`config.mk`:
```
export PLATFORM = sky130hd
export DESIGN_NAME = ble_at_response_parser_unit
export DESIGN_NICKNAME = d
export VERILOG_FILES = /design/src/hw/rtl/bap_pkg.sv /design/src/hw/rtl/ble_at_response_parser_unit.sv /design/src/hw/rtl/bap_front.sv /design/src/hw/rtl/bap_queue.sv /design/src/hw/rtl/bap_back.sv
export SDC_FILE = /design/constraint.sdc
export NUM_CORES = 1
export LEC_CHECK = 0
export BUFFER_PORTS_ARGS = -buffer_cell sky130_fd_sc_hd__buf_2
export CAP_MARGIN = 15
export CORE_MARGIN = 2
export CORE_UTILIZATION = 30
export CTS_BUF_LIST = sky130_fd_sc_hd__clkbuf_8
export DETAILED_ROUTE_END_ITERATION = 7
export PLACE_DENSITY = 0.45
export SYNTH_ARGS = -nofsm -noshare
export SYNTH_HDL_FRONTEND = slang
export SYNTH_SLANG_ARGS = --single-unit
```
`constraint.sdc`:
```
create_clock -name clock -period 5 [get_ports clock]
set_clock_uncertainty 0.2 [all_clocks]
set_input_delay 1 -clock clock [delete_from_list [all_inputs] [get_ports clock]]
set_output_delay 1 -clock clock [all_outputs]
set_load 0.05 [all_outputs]
```
`src/hw/rtl/bap_pkg.sv`:
```
`timescale 1ns / 1ps
// ----------------------------------------------------------------------------
// bap_pkg: shared types and constants of the BLE AT response parser
// Command, result and capture codes, the descriptor word that the parser
// front end hands to the result back end, and the reply prefix table.
// ----------------------------------------------------------------------------
package bap_pkg;

   // Field limits of the captured replies
   localparam int ADDR_CHARS  = 12;
   localparam int NAME_CHARS  = 13;
   localparam int ID_END      = 6;
   localparam int MAX_RESULTS = 10;

   localparam int QUEUE_DEPTH_DEFAULT = 4;

   // Input command codes
   localparam logic [1:0] CMD_RX    = 2'd0;
   localparam logic [1:0] CMD_ISSUE = 2'd1;
   localparam logic [1:0] CMD_TX    = 2'd2;

   // Issued command kinds
   localparam logic [2:0] IK_NONE  = 3'd0;
   localparam logic [2:0] IK_AT    = 3'd1;
   localparam logic [2:0] IK_CHAR  = 3'd2;
   localparam logic [2:0] IK_NOTI  = 3'd3;
   localparam logic [2:0] IK_NOTP  = 3'd4;
   localparam logic [2:0] IK_NAME  = 3'd5;
   localparam logic [2:0] IK_UUID  = 3'd6;
   localparam logic [2:0] IK_START = 3'd7;

   // Result kinds
   localparam logic [2:0] RK_STATUS  = 3'd0;
   localparam logic [2:0] RK_DATA    = 3'd1;
   localparam logic [2:0] RK_CAPTURE = 3'd2;
   localparam logic [2:0] RK_GRANT   = 3'd3;
   localparam logic [2:0] RK_REFUSE  = 3'd4;

   // Capture targets
   localparam logic [1:0] TG_ADDR = 2'd0;
   localparam logic [1:0] TG_NAME = 2'd1;
   localparam logic [1:0] TG_CHAR = 2'd2;
   localparam logic [1:0] TG_SERV = 2'd3;

   // Refuse reasons
   localparam logic RR_WAITING  = 1'b0;
   localparam logic RR_NO_LINK  = 1'b1;

   // Reply branches, used to rebuild a failed prefix
   localparam logic [1:0] BR_LOST  = 2'd0;
   localparam logic [1:0] BR_CONN  = 2'd1;
   localparam logic [1:0] BR_START = 2'd2;
   localparam logic [1:0] BR_SET   = 2'd3;

   // Characters with a meaning of their own
   localparam logic [7:0] CH_LF    = 8'h0A;
   localparam logic [7:0] CH_CR    = 8'h0D;
   localparam logic [7:0] CH_COLON = 8'h3A;
   localparam logic [7:0] CH_ZERO  = 8'h30;
   localparam logic [7:0] CH_ONE   = 8'h31;

   typedef struct packed {
      logic link_up;
      logic started;
      logic awaiting;
      logic notify;
      logic notify_addr;
   } flags_type;

   // One entry per accepted input: a single result, or a replay burst
   typedef struct packed {
      logic       replay;
      logic [1:0] branch;
      logic [3:0] plen;
      logic [2:0] kind;
      logic [7:0] data;
      logic [1:0] target;
      logic [3:0] index;
      logic       reason;
      flags_type  flags;
   } desc_type;

   typedef struct packed {
      logic empty;
      logic full;
   } qstat_type;

   // Character at position pos of the prefix of a reply branch
   function automatic logic [7:0] prefix_char(input logic [1:0] branch,
                                              input logic [3:0] pos);
      logic [7:0] c;
      c = 8'h00;
      case (pos)
         4'd0: c = "O";
         4'd1: c = "K";
         4'd2: c = "+";
         4'd3: begin
            case (branch)
               BR_LOST: c = "L";
               BR_CONN: c = "C";
               default: c = "S";
            endcase
         end
         4'd4: begin
            case (branch)
               BR_LOST:  c = "O";
               BR_CONN:  c = "O";
               BR_START: c = "T";
               default:  c = "e";
            endcase
         end
         4'd5: begin
            case (branch)
               BR_LOST:  c = "S";
               BR_CONN:  c = "N";
               BR_START: c = "A";
               default:  c = "t";
            endcase
         end
         4'd6: begin
            case (branch)
               BR_LOST:  c = "T";
               BR_CONN:  c = "N";
               BR_START: c = "R";
               default:  c = "N";
            endcase
         end
         4'd7:    c = "a";
         4'd8:    c = "m";
         4'd9:    c = "e";
         default: c = 8'h00;
      endcase
      return c;
   endfunction

endpackage

```
`src/hw/rtl/ble_at_response_parser_unit.sv`:
```
`timescale 1ns / 1ps
// ----------------------------------------------------------------------------
// ble_at_response_parser_unit: BLE module AT reply parser
// Classifies received bytes, issued-command notices and transmit requests,
// tracks the link flags and streams out one or more result words per input.
// ----------------------------------------------------------------------------
// Path: the first result word of an input reaches rsp through a queue entry,
//   then the output register, after the input word is accepted.
// Throughput: one input word per cycle while the descriptor queue has room;
//   the back end gives one result word per cycle while rsp is not stalled, and
//   an input causes 1 result, or up to 10 on a replay.
// Reset: synchronous, clears parser state, flags, queue and output valid bit;
//   no clearing pass, the unit accepts words the cycle after reset drops.
// ----------------------------------------------------------------------------
module ble_at_response_parser_unit
   import bap_pkg::*;
#(
   parameter int QUEUE_DEPTH = QUEUE_DEPTH_DEFAULT
) (
   input  logic        clock,
   input  logic        reset,
   // Input words
   input  logic        req_tvalid,
   output logic        req_tready,
   input  logic [15:0] req_tdata,  // [7:0] byte_value, [10:8] issued_kind, rest zero
   input  logic [1:0]  req_tuser,  // [1:0] command
   // Result words
   output logic        rsp_tvalid,
   input  logic        rsp_tready,
   output logic [23:0] rsp_tdata,  // [7:0] out_byte, [9:8] capture_target,
                                   // [13:10] capture_index, [14] link_up,
                                   // [15] module_started, [16] awaiting_reply,
                                   // [17] notify_on, [18] notify_addr_on,
                                   // [19] refuse_reason, rest zero
   output logic [2:0]  rsp_tuser,  // [2:0] result_kind
   output logic        rsp_tlast   // last result of this input
);

   qstat_type  qstat;
   logic       push;
   logic       pop;
   desc_type   push_data;
   desc_type   head;

   logic [7:0] out_byte;
   logic [1:0] capture_target;
   logic [3:0] capture_index;
   flags_type  flags;
   logic       refuse_reason;

   // Front end: parse and classify each accepted word, push one descriptor
   bap_front u_front (
      .clock       (clock),
      .reset       (reset),
      .in_valid    (req_tvalid),
      .in_ready    (req_tready),
      .command     (req_tuser),
      .byte_value  (req_tdata[7:0]),
      .issued_kind (req_tdata[10:8]),
      .qstat       (qstat),
      .push        (push),
      .push_data   (push_data)
   );

   // Queue: absorb replay bursts so the front end keeps taking words
   bap_queue #(
      .DEPTH (QUEUE_DEPTH)
   ) u_queue (
      .clock     (clock),
      .reset     (reset),
      .push      (push),
      .push_data (push_data),
      .pop       (pop),
      .head      (head),
      .qstat     (qstat)
   );

   // Back end: expand each descriptor into result words
   bap_back u_back (
      .clock          (clock),
      .reset          (reset),
      .head           (head),
      .qstat          (qstat),
      .pop            (pop),
      .out_valid      (rsp_tvalid),
      .out_ready      (rsp_tready),
      .result_kind    (rsp_tuser),
      .out_byte       (out_byte),
      .capture_target (capture_target),
      .capture_index  (capture_index),
      .last           (rsp_tlast),
      .flags          (flags),
      .refuse_reason  (refuse_reason)
   );

   // Pack the result fields, highest first
   assign rsp_tdata = {4'd0, refuse_reason, flags.notify_addr, flags.notify,
                       flags.awaiting, flags.started, flags.link_up,
                       capture_index, capture_target, out_byte};

endmodule

```
`src/hw/rtl/bap_front.sv`:
```
`timescale 1ns / 1ps
// ----------------------------------------------------------------------------
// bap_front: reply parser front end
// Accepts one word a cycle unless the queue is full, runs the reply recognizer
// and the link flags, and pushes one descriptor per word into the result queue.
// ----------------------------------------------------------------------------
module bap_front
   import bap_pkg::*;
(
   input  logic       clock,
   input  logic       reset,
   input  logic       in_valid,
   output logic       in_ready,
   input  logic [1:0] command,
   input  logic [7:0] byte_value,
   input  logic [2:0] issued_kind,
   input  qstat_type  qstat,
   output logic       push,
   output desc_type   push_data
);

   typedef enum logic [27:0] {
      PS_IDLE = 28'b1 << 0,  PS_DATA = 28'b1 << 1,  PS_O    = 28'b1 << 2,
      PS_OK   = 28'b1 << 3,  PS_OKP  = 28'b1 << 4,  PS_L1   = 28'b1 << 5,
      PS_L2   = 28'b1 << 6,  PS_L3   = 28'b1 << 7,  PS_L4   = 28'b1 << 8,
      PS_L5   = 28'b1 << 9,  PS_C1   = 28'b1 << 10, PS_C2   = 28'b1 << 11,
      PS_C3   = 28'b1 << 12, PS_C4   = 28'b1 << 13, PS_C5   = 28'b1 << 14,
      PS_S    = 28'b1 << 15, PS_ST2  = 28'b1 << 16, PS_ST3  = 28'b1 << 17,
      PS_ST4  = 28'b1 << 18, PS_ST5  = 28'b1 << 19, PS_SE2  = 28'b1 << 20,
      PS_SET3 = 28'b1 << 21, PS_SET4 = 28'b1 << 22, PS_SN4  = 28'b1 << 23,
      PS_SN5  = 28'b1 << 24, PS_SN6  = 28'b1 << 25, PS_SN7  = 28'b1 << 26,
      PS_SN8  = 28'b1 << 27
   } pstate_type;

   localparam logic [7:0] ADDR_LIMIT = 8'(ADDR_CHARS);
   localparam logic [7:0] NAME_LIMIT = 8'(NAME_CHARS);
   localparam logic [7:0] ID_LIMIT   = 8'(ID_END);

   pstate_type state_ff, state_in;
   logic [7:0] count_ff, count_in;
   logic [2:0] issued_ff, issued_in;
   logic       wait_ff, wait_in;
   logic       conn_ff, conn_in;
   logic       start_ff, start_in;
   logic       noti_ff, noti_in;
   logic       notp_ff, notp_in;

   logic       eol;
   logic [7:0] count_m2;
   logic       fail;
   logic [1:0] fail_branch;
   logic [3:0] fail_len;
   logic       ev_replay;
   logic [2:0] ev_kind;
   logic [7:0] ev_data;
   logic [1:0] ev_target;
   logic [3:0] ev_index;
   logic       ev_reason;

   assign in_ready = !qstat.full;
   assign push     = in_valid && !qstat.full;
   assign eol      = (byte_value == CH_LF) || (byte_value == CH_CR);
   assign count_m2 = count_ff - 8'd2;

   always_comb begin
      state_in    = state_ff;
      count_in    = count_ff;
      issued_in   = issued_ff;
      wait_in     = wait_ff;
      conn_in     = conn_ff;
      start_in    = start_ff;
      noti_in     = noti_ff;
      notp_in     = notp_ff;
      fail        = 1'b0;
      fail_branch = BR_LOST;
      fail_len    = 4'd0;
      ev_replay   = 1'b0;
      ev_kind     = RK_STATUS;
      ev_data     = 8'h00;
      ev_target   = TG_ADDR;
      ev_index    = 4'd0;
      ev_reason   = RR_WAITING;

      case (command)
         CMD_RX: begin
            case (state_ff)
               PS_IDLE: begin
                  if (byte_value == "O") begin
                     state_in = PS_O;
                  end else if (!eol) begin
                     state_in = PS_DATA;
                     ev_kind  = RK_DATA;
                     ev_data  = byte_value;
                  end
               end
               PS_DATA: begin
                  ev_kind = RK_DATA;
                  if (eol) begin
                     state_in = PS_IDLE;
                     wait_in  = 1'b0;
                     ev_data  = CH_LF;
                  end else begin
                     ev_data  = byte_value;
                  end
               end
               PS_L5: begin
                  if (eol) begin
                     state_in = PS_IDLE;
                     wait_in  = 1'b0;
                     conn_in  = 1'b0;
                  end
               end
               PS_C5: begin
                  if (eol) begin
                     state_in = PS_IDLE;
                     wait_in  = 1'b0;
                     conn_in  = 1'b1;
                     count_in = 8'd0;
                  end else begin
                     if (count_ff < ADDR_LIMIT) begin
                        ev_kind   = RK_CAPTURE;
                        ev_data   = byte_value;
                        ev_target = TG_ADDR;
                        ev_index  = count_ff[3:0];
                     end
                     if (count_ff != 8'hFF) count_in = count_ff + 8'd1;
                  end
               end
               PS_ST5: begin
                  if (eol) begin
                     state_in = PS_IDLE;
                     wait_in  = 1'b0;
                     start_in = 1'b1;
                  end
               end
               PS_SET4: begin
                  if (eol) begin
                     state_in = PS_IDLE;
                     wait_in  = 1'b0;
                     count_in = 8'd0;
                  end else begin
                     case (issued_ff)
                        IK_CHAR, IK_UUID: begin
                           if (count_ff >= 8'd2 && count_ff < ID_LIMIT) begin
                              ev_kind   = RK_CAPTURE;
                              ev_data   = byte_value;
                              ev_target = (issued_ff == IK_CHAR) ? TG_CHAR : TG_SERV;
                              ev_index  = count_m2[3:0];
                           end
                        end
                        IK_NOTI: begin
                           if (byte_value == CH_ZERO)     noti_in = 1'b0;
                           else if (byte_value == CH_ONE) noti_in = 1'b1;
                        end
                        IK_NOTP: begin
                           if (byte_value == CH_ZERO)     notp_in = 1'b0;
                           else if (byte_value == CH_ONE) notp_in = 1'b1;
                        end
                        IK_NAME: begin
                           if (count_ff < NAME_LIMIT) begin
                              ev_kind   = RK_CAPTURE;
                              ev_data   = byte_value;
                              ev_target = TG_NAME;
                              ev_index  = count_ff[3:0];
                           end
                        end
                        default: ;
                     endcase
                     if (count_ff != 8'hFF) count_in = count_ff + 8'd1;
                  end
               end
               PS_SN8: begin
                  if (eol) begin
                     state_in = PS_IDLE;
                     wait_in  = 1'b0;
                     count_in = 8'd0;
                  end else begin
                     if (count_ff < NAME_LIMIT) begin
                        ev_kind   = RK_CAPTURE;
                        ev_data   = byte_value;
                        ev_target = TG_NAME;
                        ev_index  = count_ff[3:0];
                     end
                     if (count_ff != 8'hFF) count_in = count_ff + 8'd1;
                  end
               end
               // Prefix states: advance on the expected character, else fail
               PS_O: begin
                  if (byte_value == "K") state_in = PS_OK;
                  else begin fail = 1'b1; fail_branch = BR_LOST; fail_len = 4'd1; end
               end
               PS_OK: begin
                  if (byte_value == "+") state_in = PS_OKP;
                  else begin fail = 1'b1; fail_branch = BR_LOST; fail_len = 4'd2; end
               end
               PS_OKP: begin
                  if (byte_value == "L")      state_in = PS_L1;
                  else if (byte_value == "C") state_in = PS_C1;
                  else if (byte_value == "S") state_in = PS_S;
                  else begin fail = 1'b1; fail_branch = BR_LOST; fail_len = 4'd3; end
               end
               PS_L1: begin
                  if (byte_value == "O") state_in = PS_L2;
                  else begin fail = 1'b1; fail_branch = BR_LOST; fail_len = 4'd4; end
               end
               PS_L2: begin
                  if (byte_value == "S") state_in = PS_L3;
                  else begin fail = 1'b1; fail_branch = BR_LOST; fail_len = 4'd5; end
               end
               PS_L3: begin
                  if (byte_value == "T") state_in = PS_L4;
                  else begin fail = 1'b1; fail_branch = BR_LOST; fail_len = 4'd6; end
               end
               PS_L4: begin
                  if (byte_value == CH_COLON) state_in = PS_L5;
                  else begin fail = 1'b1; fail_branch = BR_LOST; fail_len = 4'd7; end
               end
               PS_C1: begin
                  if (byte_value == "O") state_in = PS_C2;
                  else begin fail = 1'b1; fail_branch = BR_CONN; fail_len = 4'd4; end
               end
               PS_C2: begin
                  if (byte_value == "N") state_in = PS_C3;
                  else begin fail = 1'b1; fail_branch = BR_CONN; fail_len = 4'd5; end
               end
               PS_C3: begin
                  if (byte_value == "N") state_in = PS_C4;
                  else begin fail = 1'b1; fail_branch = BR_CONN; fail_len = 4'd6; end
               end
               PS_C4: begin
                  if (byte_value == CH_COLON) state_in = PS_C5;
                  else begin fail = 1'b1; fail_branch = BR_CONN; fail_len = 4'd7; end
               end
               PS_S: begin
                  if (byte_value == "T")      state_in = PS_ST2;
                  else if (byte_value == "e") state_in = PS_SE2;
                  else begin fail = 1'b1; fail_branch = BR_START; fail_len = 4'd4; end
               end
               PS_ST2: begin
                  if (byte_value == "A") state_in = PS_ST3;
                  else begin fail = 1'b1; fail_branch = BR_START; fail_len = 4'd5; end
               end
               PS_ST3: begin
                  if (byte_value == "R") state_in = PS_ST4;
                  else begin fail = 1'b1; fail_branch = BR_START; fail_len = 4'd6; end
               end
               PS_ST4: begin
                  if (byte_value == "T") state_in = PS_ST5;
                  else begin fail = 1'b1; fail_branch = BR_START; fail_len = 4'd7; end
               end
               PS_SE2: begin
                  if (byte_value == "t") state_in = PS_SET3;
                  else begin fail = 1'b1; fail_branch = BR_SET; fail_len = 4'd5; end
               end
               PS_SET3: begin
                  if (byte_value == CH_COLON) state_in = PS_SET4;
                  else if (byte_value == "N") state_in = PS_SN4;
                  else begin fail = 1'b1; fail_branch = BR_SET; fail_len = 4'd6; end
               end
               PS_SN4: begin
                  if (byte_value == "a") state_in = PS_SN5;
                  else begin fail = 1'b1; fail_branch = BR_SET; fail_len = 4'd7; end
               end
               PS_SN5: begin
                  if (byte_value == "m") state_in = PS_SN6;
                  else begin fail = 1'b1; fail_branch = BR_SET; fail_len = 4'd8; end
               end
               PS_SN6: begin
                  if (byte_value == "e") state_in = PS_SN7;
                  else begin fail = 1'b1; fail_branch = BR_SET; fail_len = 4'd9; end
               end
               PS_SN7: begin
                  if (byte_value == CH_COLON) state_in = PS_SN8;
                  else begin fail = 1'b1; fail_branch = BR_SET; fail_len = 4'd10; end
               end
               default: begin
                  state_in = PS_IDLE;
                  wait_in  = 1'b0;
               end
            endcase

            // Failed prefix: a line end closes the line, anything else opens data
            if (fail) begin
               if (eol) begin
                  state_in = PS_IDLE;
                  wait_in  = 1'b0;
                  if (state_ff == PS_L4) begin
                     conn_in = 1'b0;
                  end else if (state_ff == PS_C4) begin
                     conn_in = 1'b1;
                  end else if (state_ff != PS_OK) begin
                     ev_replay = 1'b1;
                  end
               end else begin
                  state_in  = PS_DATA;
                  ev_replay = 1'b1;
               end
               if (ev_replay) begin
                  ev_kind = RK_DATA;
                  ev_data = byte_value;
               end
            end
         end
         CMD_ISSUE: begin
            if (issued_kind != IK_NONE) begin
               issued_in = issued_kind;
               wait_in   = 1'b1;
            end
         end
         CMD_TX: begin
            if (wait_ff) begin
               ev_kind   = RK_REFUSE;
               ev_reason = RR_WAITING;
            end else if (!conn_ff) begin
               ev_kind   = RK_REFUSE;
               ev_reason = RR_NO_LINK;
            end else begin
               ev_kind   = RK_GRANT;
               ev_data   = byte_value;
            end
         end
         default: ;
      endcase
   end

   always_comb begin
      push_data.replay            = ev_replay;
      push_data.branch            = fail_branch;
      push_data.plen              = fail_len;
      push_data.kind              = ev_kind;
      push_data.data              = ev_data;
      push_data.target            = ev_target;
      push_data.index             = ev_index;
      push_data.reason            = ev_reason;
      push_data.flags.link_up     = conn_in;
      push_data.flags.started     = start_in;
      push_data.flags.awaiting    = wait_in;
      push_data.flags.notify      = noti_in;
      push_data.flags.notify_addr = notp_in;
   end

   always_ff @(posedge clock) begin
      if (reset) begin
         state_ff  <= PS_IDLE;
         count_ff  <= 8'd0;
         issued_ff <= IK_NONE;
         wait_ff   <= 1'b0;
         conn_ff   <= 1'b0;
         start_ff  <= 1'b0;
         noti_ff   <= 1'b0;
         notp_ff   <= 1'b0;
      end else if (push) begin
         state_ff  <= state_in;
         count_ff  <= count_in;
         issued_ff <= issued_in;
         wait_ff   <= wait_in;
         conn_ff   <= conn_in;
         start_ff  <= start_in;
         noti_ff   <= noti_in;
         notp_ff   <= notp_in;
      end
   end

endmodule

```
`src/hw/rtl/bap_queue.sv`:
```
`timescale 1ns / 1ps
// ----------------------------------------------------------------------------
// bap_queue: descriptor queue
// Short register FIFO between the parser front end and the result back end.
// ----------------------------------------------------------------------------
module bap_queue
   import bap_pkg::*;
#(
   parameter int DEPTH = QUEUE_DEPTH_DEFAULT
) (
   input  logic      clock,
   input  logic      reset,
   input  logic      push,
   input  desc_type  push_data,
   input  logic      pop,
   output desc_type  head,
   output qstat_type qstat
);

   localparam int PW = (DEPTH > 1) ? $clog2(DEPTH) : 1;
   localparam int CW = $clog2(DEPTH + 1);
   localparam logic [PW-1:0] LAST_PTR  = PW'(DEPTH - 1);
   localparam logic [CW-1:0] FULL_CNT  = CW'(DEPTH);

   desc_type      mem_ff [DEPTH];
   logic [PW-1:0] wr_ff, wr_in;
   logic [PW-1:0] rd_ff, rd_in;
   logic [CW-1:0] count_ff, count_in;

   assign qstat.empty = (count_ff == '0);
   assign qstat.full  = (count_ff == FULL_CNT);
   assign head        = mem_ff[rd_ff];

   always_comb begin
      wr_in    = wr_ff;
      rd_in    = rd_ff;
      count_in = count_ff;
      if (push) wr_in = (wr_ff == LAST_PTR) ? '0 : wr_ff + 1'b1;
      if (pop)  rd_in = (rd_ff == LAST_PTR) ? '0 : rd_ff + 1'b1;
      if (push && !pop)      count_in = count_ff + 1'b1;
      else if (pop && !push) count_in = count_ff - 1'b1;
   end

   always_ff @(posedge clock) begin
      if (push) mem_ff[wr_ff] <= push_data;
   end

   always_ff @(posedge clock) begin
      if (reset) begin
         wr_ff    <= '0;
         rd_ff    <= '0;
         count_ff <= '0;
      end else begin
         wr_ff    <= wr_in;
         rd_ff    <= rd_in;
         count_ff <= count_in;
      end
   end

   a_no_pop_empty: assert property (@(posedge clock) disable iff (reset)
      qstat.empty |-> !pop)
      else $error("queue popped while empty");

   a_count_up: assert property (@(posedge clock) disable iff (reset)
      push && !pop |=> count_ff == $past(count_ff) + 1'b1)
      else $error("queue count did not follow a push");

   a_ptr_gap: assert property (@(posedge clock) disable iff (reset)
      (wr_ff == rd_ff) |-> (qstat.empty || qstat.full))
      else $error("queue pointers meet with entries partly used");

endmodule

```
`src/hw/rtl/bap_back.sv`:
```
`timescale 1ns / 1ps
// ----------------------------------------------------------------------------
// bap_back: result back end
// Expands the queue head into result words, one per cycle unless rsp stalls,
// into the output register; a replay rebuilds the failed prefix from bap_pkg.
// ----------------------------------------------------------------------------
module bap_back
   import bap_pkg::*;
(
   input  logic       clock,
   input  logic       reset,
   input  desc_type   head,
   input  qstat_type  qstat,
   output logic       pop,
   output logic       out_valid,
   input  logic       out_ready,
   output logic [2:0] result_kind,
   output logic [7:0] out_byte,
   output logic [1:0] capture_target,
   output logic [3:0] capture_index,
   output logic       last,
   output flags_type  flags,
   output logic       refuse_reason
);

   localparam logic [3:0] LAST_CAP = 4'(MAX_RESULTS - 1);

   logic [3:0] pos_ff, pos_in;
   logic       valid_ff, valid_in;
   logic [2:0] kind_ff;
   logic [7:0] byte_ff;
   logic [1:0] target_ff;
   logic [3:0] index_ff;
   logic       last_ff;
   flags_type  flags_ff;
   logic       reason_ff;

   logic [3:0] last_pos;
   logic       word_last;
   logic       advance;
   logic [7:0] word_byte;

   assign last_pos  = head.replay ? ((head.plen > LAST_CAP) ? LAST_CAP : head.plen) : 4'd0;
   assign word_last = (pos_ff == last_pos);
   assign advance   = !qstat.empty && (!valid_ff || out_ready);
   assign pop       = advance && word_last;
   assign word_byte = (head.replay && pos_ff < head.plen) ?
                      prefix_char(head.branch, pos_ff) : head.data;

   always_comb begin
      pos_in   = pos_ff;
      valid_in = valid_ff;
      if (advance) begin
         valid_in = 1'b1;
         pos_in   = word_last ? 4'd0 : pos_ff + 4'd1;
      end else if (out_ready) begin
         valid_in = 1'b0;
      end
   end

   always_ff @(posedge clock) begin
      if (reset) begin
         pos_ff   <= 4'd0;
         valid_ff <= 1'b0;
      end else begin
         pos_ff   <= pos_in;
         valid_ff <= valid_in;
      end
   end

   always_ff @(posedge clock) begin
      if (advance) begin
         kind_ff   <= head.kind;
         byte_ff   <= word_byte;
         target_ff <= head.target;
         index_ff  <= head.index;
         last_ff   <= word_last;
         flags_ff  <= head.flags;
         reason_ff <= head.reason;
      end
   end

   assign out_valid      = valid_ff;
   assign result_kind    = kind_ff;
   assign out_byte       = byte_ff;
   assign capture_target = target_ff;
   assign capture_index  = index_ff;
   assign last           = last_ff;
   assign flags          = flags_ff;
   assign refuse_reason  = reason_ff;

   a_burst_holds_head: assert property (@(posedge clock) disable iff (reset)
      (pos_ff != 4'd0) |-> !qstat.empty)
      else $error("burst in progress without a queue head");

   a_pos_bound: assert property (@(posedge clock) disable iff (reset)
      pos_ff <= LAST_CAP)
      else $error("burst position beyond the result limit");

   a_replay_is_data: assert property (@(posedge clock) disable iff (reset)
      advance && head.replay |=> result_kind == RK_DATA)
      else $error("replay word not marked as data");

endmodule

```
# [Word-level counts from Yosys, hierarchy flattened]
# Memories as Yosys holds them, arrays and structs flattened. A register that Yosys moved wholly into a read port is not among the register bits.
# Cells that the tools add are included.
[totals] regBits=80 ramBits=120 out_inout_bits=30 memories=1
[op_classes] addsub=7 order_cmp=6 n_eq_ne=94 mux=200 n_reduce_logical=35
[mem_list] memory="u_queue.mem_ff" words=4 word_bits=30 rd=1 rd_ports_with_merged_regs=1 write_ports=1 line_no="bap_queue.sv:25" text="desc_type mem_ff [DEPTH];"
[op_table] op="28-bit two-way mux" count=29
[op_table] op="28-bit case mux with 23 select lines" count=1
[op_table] op="8-bit two-way mux" count=16
[op_table] op="8-bit by 7-bit == test with 1-bit output, second input constant" count=13
[op_table] op="8-bit case mux with 10 select lines" count=1
[op_table] op="4-bit case mux with 19 select lines" count=1
[op_table] op="4-bit two-way mux" count=18
[op_table] op="1-bit two-way mux" count=67
[op_table] op="3-bit two-way mux" count=21
[op_table] op="3-bit by 1-bit != test with 1-bit output, second input constant" count=19
[op_table] op="2-bit two-way mux" count=27
[op_table] op="8-bit case mux with 5 select lines" count=1
[op_table] op="8-bit by 6-bit == test with 1-bit output, second input constant" count=4
[op_table] op="8-bit case mux with 2 select lines" count=2
[op_table] op="28-bit by 1-bit == test with 1-bit output, second input constant" count=1
[op_table] op="28-bit by 10-bit == test with 1-bit output, second input constant" count=1
[op_table] op="28-bit by 11-bit == test with 1-bit output, second input constant" count=1
[op_table] op="28-bit by 12-bit == test with 1-bit output, second input constant" count=1
[op_table] op="28-bit by 13-bit == test with 1-bit output, second input constant" count=1
[op_table] op="28-bit by 14-bit == test with 1-bit output, second input constant" count=1
[op_table] op="28-bit by 15-bit == test with 1-bit output, second input constant" count=1
[op_table] op="28-bit by 16-bit == test with 1-bit output, second input constant" count=1
[op_table] op="28-bit by 17-bit == test with 1-bit output, second input constant" count=1
[op_table] op="28-bit by 18-bit == test with 1-bit output, second input constant" count=1
[op_table] op="70 further kinds" count=112

# [Depth between registers and ports, before layout]
[depth] ltp_word=11 depth_mapped=15 depth_no_buf=13

# [By module]
# A second synthesis with hierarchy kept.
[hier_totals] hier_cells=952 hier_area_um2=10711.5
[by_module_without_submodules] module="bap_queue" instances=1 cells_each=200 area_each_um2=4768.3 seq_area_each_um2=3783.6
[by_module_without_submodules] module="bap_front" instances=1 cells_each=602 area_each_um2=4242.8 seq_area_each_um2=880.8
[by_module_without_submodules] module="bap_back" instances=1 cells_each=144 area_each_um2=1659.1 seq_area_each_um2=820.8
[by_module_without_submodules] module="ble_at_response_parser_unit" instances=1 cells_each=6 area_each_um2=41.3 seq_area_each_um2=0.0

# [Least setup slack after synthesis]
# OpenSTA, ideal clock, no wires.
[synth_timing] kind="input to register" from="input rsp_tready" to="register u_queue.count_ff[2]" setup_time_ns=0.071 t_arrival_ns=3.986 required_ns=4.729 path_slack_ns=0.744 path_stages=11 path_buffers=1 cell_sequence="inv_1 -> a21oi_1 -> and2_0 -> clkbuf_1 -> inv_1 -> ha_1 -> inv_1 -> fa_1 -> xor2_1 -> or3_1 -> a21oi_1"
[synth_between] elab_chain_len=6
[synth_lines] element="start, declared" line_no="ble_at_response_parser_unit.sv:29" text="input logic rsp_tready,"
[synth_lines] element="1-bit logical OR (*)" line_no="bap_back.sv:45" text="assign advance = !qstat.empty && (!valid_ff || out_ready);"
[synth_lines] element="1-bit logical AND (*)" line_no="bap_back.sv:45"
[synth_lines] element="via u_back.advance" line_no="bap_back.sv:40" text="logic advance;"
[synth_lines] element="1-bit logical AND (*)" line_no="bap_back.sv:46" text="assign pop = advance && word_last;"
[synth_lines] element="1-bit logical NOT" line_no="bap_queue.sv:40" text="if (push && !pop) count_in = count_ff + 1'b1;"
[synth_lines] element="1-bit logical AND" line_no="bap_queue.sv:40"
[synth_lines] element="3-bit two-way mux or 2-bit nonzero test (tied branches)"
[synth_lines] element="end signal, assigned" line_no="bap_queue.sv:56" text="count_ff <= count_in;"
[synth_lines] element="end, declared" line_no="bap_queue.sv:28" text="logic [CW-1:0] count_ff, count_in;"
# Mark *: on every way through the listed nets, which the timed path passes. The rest lies on a longest branch.
# A chain may end at the register's enable or synchronous reset.

==> insert_results.sql <==
INSERT INTO impl_metrics (metric_group, metric, value, unit) VALUES
('run_status', 'run_status', 'completed', ''),
('synth', 'ys_warn_count', '0', ''),
('synth', 'synthTopCellsByArea', 'sky130_fd_sc_hd__edfxtp_1 (40%), sky130_fd_sc_hd__dfxtp_1 (11%), sky130_fd_sc_hd__mux4_2 (6.2%), sky130_fd_sc_hd__ha_1 (2.9%), sky130_fd_sc_hd__nor2_1 (2.6%)', ''),
('global_route', 'initial_antenna_violation_count', '0', ''),
('synth', 'synth-main-ff-cell', 'sky130_fd_sc_hd__edfxtp_1', ''),
('critical_path', 'r2r_setup_slack', '930', 'ps'),
('synth', 'synth-seq-area-share', '50.4', '%'),
('floorplanning', 'floorplan.rows', '69', ''),
('synth', 'postSynthCellCount', '971', ''),
('critical_path', 'critical-path-top-cell-by-count', 'sky130_fd_sc_hd__inv_1', ''),
('synth', 'asyncSetResetFlopFracSynth', '0', '%'),
('clock_network', 'post-cts-setup-buffer-count', '0', ''),
('power', 'p_leak', '4.22', 'nW'),
('routing', 'viasPerCell', '5.40', ''),
('timing', 'timing.slew.headroom', '28.6', '%'),
('timing', 'worstMarginPinSlew', '1060', 'ps'),
('synth', 'synth.ff_latch_count', '202', ''),
('placed_design', 'gp_congestion', '0.892', ''),
('placed_design', 'place_inst', '1443', ''),
('timing', 'final.min_clock_period', '4070', 'ps'),
('clock_network', 'clock_tree.root_cell', 'sky130_fd_sc_hd__clkbuf_8', ''),
('clock_network', 'cts.path.max_buffers', '3', ''),
('floorplanning', 'starting_density_of_the_core', '30.5', '%'),
('power', 'vdd.ir_drop.worst', '184', 'uV'),
('critical_path', 'setup.worst_path.start_class', 'register', ''),
('finish', 'share_of_layout_cells_above_drive_strength_1', '19.0', '%'),
('critical_path', 'crit_path_cell_trace', 'mux4_2 -> nor2b_1 -> xnor2_1 -> a41oi_1 -> a22oi_1 -> and2_0 -> inv_1 -> ha_1 -> inv_1 -> fa_1 -> xor2_1 -> or3_1 -> a21oi_1', ''),
('timing', 'report.final.slew_viol_count', '0', ''),
('routing', 'dr.pass1.iters', '5', ''),
('routing', 'routed_wirelength', '30900', 'um'),
('critical_path', 'worstSetupEndpointType', 'register', ''),
('min_path', 'worstHoldPathType', 'reg2reg', ''),
('clock_network', 'cts_buffers', '37', ''),
('routing', 'detailedRoute.firstIterationViolations', '701', ''),
('critical_path', 'regToRegEndpoint', 'u_queue.count_ff[2]$_SDFFE_PP0P_', ''),
('placed_design', 'place.detailed.hpwl', '21700', 'um'),
('power', 'power_total', '4.99', 'mW'),
('finish', 'layout_commonest_cell', 'sky130_fd_sc_hd__edfxtp_1', ''),
('timing', 'final_min_period_over_clock_period', '81.4', '%'),
('clock_network', 'cts_hold_repair.buffers', '0', ''),
('placed_design', 'placement.io_buffers', '42', ''),
('timing', 'grt_setup_unrepaired', 'no', ''),
('clock_network', 'cts_tree', 'done', ''),
('finish', 'finalCoreUtilization', '34.4', '%'),
('critical_path', 'r2r_cells', '13', ''),
('clock_network', 'numClockSinks', '202', ''),
('floorplanning', 'die_height', '195', 'um'),
('floorplanning', 'die_w', '195', 'um'),
('critical_path', 'cp_max_fo', '15', ''),
('routing', 'avgRoutedWirePerCell', '20.5', 'um'),
('job', 'maxCapViolCount', '0', ''),
('finish', 'insertedDiodeCount', '0', ''),
('clock_network', 'clk-insertion-delay-late', '570', 'ps'),
('power', 'power_per_cell_area', '408', 'nW/um2'),
('synth', 'synth.top_cell.area_share', '39.7', '%'),
('routing', 'routed-via-count', '8157', ''),
('floorplanning', 'design.portCount', '52', ''),
('clock_network', 'clkTransAtPathRegs', '60', 'ps'),
('timing', 'timing.setup.tns', '0', 'ps'),
('clock_network', 'cts-htree-levels', '2', ''),
('routing', 'drc_errors', '0', ''),
('timing', 'setup-violations-final', '0', ''),
('floorplanning', 'core_area', '35700', 'um2'),
('finish', 'layout.cells.non_filler', '1510', ''),
('min_path', 'timing.hold.worst_path_depth', '2', ''),
('critical_path', 'timing.critical_path.slowest_stage_cell', 'sky130_fd_sc_hd__dfxtp_2', ''),
('floorplanning', 'die_area', '37800', 'um2'),
('routing', 'postRouteAntennaNets', '0', ''),
('synth', 'netlist-cell-type-count', '97', ''),
('critical_path', 'crit_path_max_incr_delay', '680', 'ps'),
('global_route', 'grt_first_pass_wirelength', '47300', 'um');
[power by group]
group          internal (mW)  switching (mW)  leakage (nW)  total, mW
registers               2.08          0.0960          1.84       2.18
logic                  0.432           0.954          2.00       1.39
clock network          0.704           0.727         0.385       1.43
total                   3.22            1.78          4.22       4.99
[logic make-up (layout without fill, tap and decap cells)]
group | count (synthesis) | count (layout) | synth area share, %
AND/OR/NAND/NOR | 402 | 402 | 21.5
multiplexers | 40 | 40 | 7.18
adder cells (fa/ha/maj) | 26 | 26 | 3.06
AO/OA/AOI/OAI | 188 | 188 | 12.5
buffers and inverters | 97 | 172 | 4.14
XOR/XNOR | 15 | 15 | 1.21
other | 1 | 4 | 0.0344
flip-flops | 202 | 202 | 50.4
[flip-flops by register name, indices dropped and copies added, names as in the netlist, named ones only]
name / cells
u_front.issued_ff: 3
u_front.noti_ff: 1
u_back.capture_target: 2
u_front.notp_ff: 1
u_back.capture_index: 4
u_queue.mem_ff: 120
u_back.pos_ff: 4
u_queue.wr_ff: 2
u_queue.rd_ff: 2
u_queue.count_ff: 3
u_back.flags: 5
u_back.out_valid: 1
u_back.result_kind: 3
u_front.state_ff: 28
u_back.out_byte: 8
u_front.start_ff: 1
u_back.refuse_reason: 1
u_front.wait_ff: 1
u_front.conn_ff: 1
u_front.count_ff: 8
u_back.last: 1
[worst max-delay path: cells and delay by family, from the launching register on]
family	cells	cell delay, ps
buffers and inverters	2	230
flip-flops	1	680
XOR/XNOR	2	260
adder cells (fa/ha/maj)	2	620
multiplexers	1	680
AO/OA/AOI/OAI	3	540
AND/OR/NAND/NOR	3	770
[cells in the mapped netlist (9+ instances only)]
library cell,n
sky130_fd_sc_hd__nand3_1,30
sky130_fd_sc_hd__dfxtp_1,58
sky130_fd_sc_hd__a21oi_1,47
sky130_fd_sc_hd__a22o_1,9
sky130_fd_sc_hd__or3_1,10
sky130_fd_sc_hd__inv_1,33
sky130_fd_sc_hd__a211oi_1,13
sky130_fd_sc_hd__ha_1,25
sky130_fd_sc_hd__o21ai_0,33
sky130_fd_sc_hd__nor4_1,23
sky130_fd_sc_hd__nor3_1,40
sky130_fd_sc_hd__edfxtp_1,144
sky130_fd_sc_hd__nor2_1,76
sky130_fd_sc_hd__or2_2,9
sky130_fd_sc_hd__or4_1,10
sky130_fd_sc_hd__nand2b_1,15
sky130_fd_sc_hd__nand2_1,71
sky130_fd_sc_hd__nor4b_1,17
sky130_fd_sc_hd__nor2b_1,10
sky130_fd_sc_hd__clkbuf_1,30
sky130_fd_sc_hd__nand4_1,21
sky130_fd_sc_hd__buf_2,15
sky130_fd_sc_hd__mux4_2,30
[how the worst min path moves through the flow]
| stage | from | to | slack (ps) |
|---|---|---|---|
| 2_1_floorplan | u_queue.count_ff[2]$_SDFFE_PP0P_ | u_queue.count_ff[2]$_SDFFE_PP0P_ | 270 |
| 3_3_place_gp | u_front.noti_ff$_SDFFE_PP0P_ | u_front.noti_ff$_SDFFE_PP0P_ | 280 |
| 3_5_place_dp | u_queue.count_ff[2]$_SDFFE_PP0P_ | u_queue.count_ff[2]$_SDFFE_PP0P_ | 290 |
| 4_1_cts | u_front.noti_ff$_SDFFE_PP0P_ | u_front.noti_ff$_SDFFE_PP0P_ | 300 |
| 5_1_grt | u_queue.wr_ff[1]$_SDFFE_PP0P_ | u_queue.wr_ff[1]$_SDFFE_PP0P_ | 350 |
| 6_report | u_front.noti_ff$_SDFFE_PP0P_ | u_front.noti_ff$_SDFFE_PP0P_ | 290 |
[metal layers]
layer | share of wire, % | vias up | track usage [%]
met5 | 0 | - | 0
met4 | 4.1 | 0 | 7.38
met3 | 5.6 | 71 | 3.28
met2 | 47 | 269 | 27.0
met1 | 43 | 3959 | 20.2
li1 | - | 3858 | -
[metrics by stage]
step                hold slack, ps  setup slack (ps)  area (um2)
floorplan                      267               744       10900
global placement               284               711       11600
detailed placement             291               701       11600
CTS                            299               815       12300
global route                   345               536       12300
finish                         294               932       12300
[cell type report]
| class | count | area [um2] |
|---|---|---|
| sequential | 202 | 5490 |
| clock inverter | 30 | 149 |
| inverter | 34 | 128 |
| timing repair buffer | 71 | 428 |
| clock buffer | 37 | 509 |
| fill | 3569 | 23400 |
| multi-input combinational | 675 | 4970 |
| tap | 461 | 577 |
No activity file was read; power rests on OpenSTA's default activity.
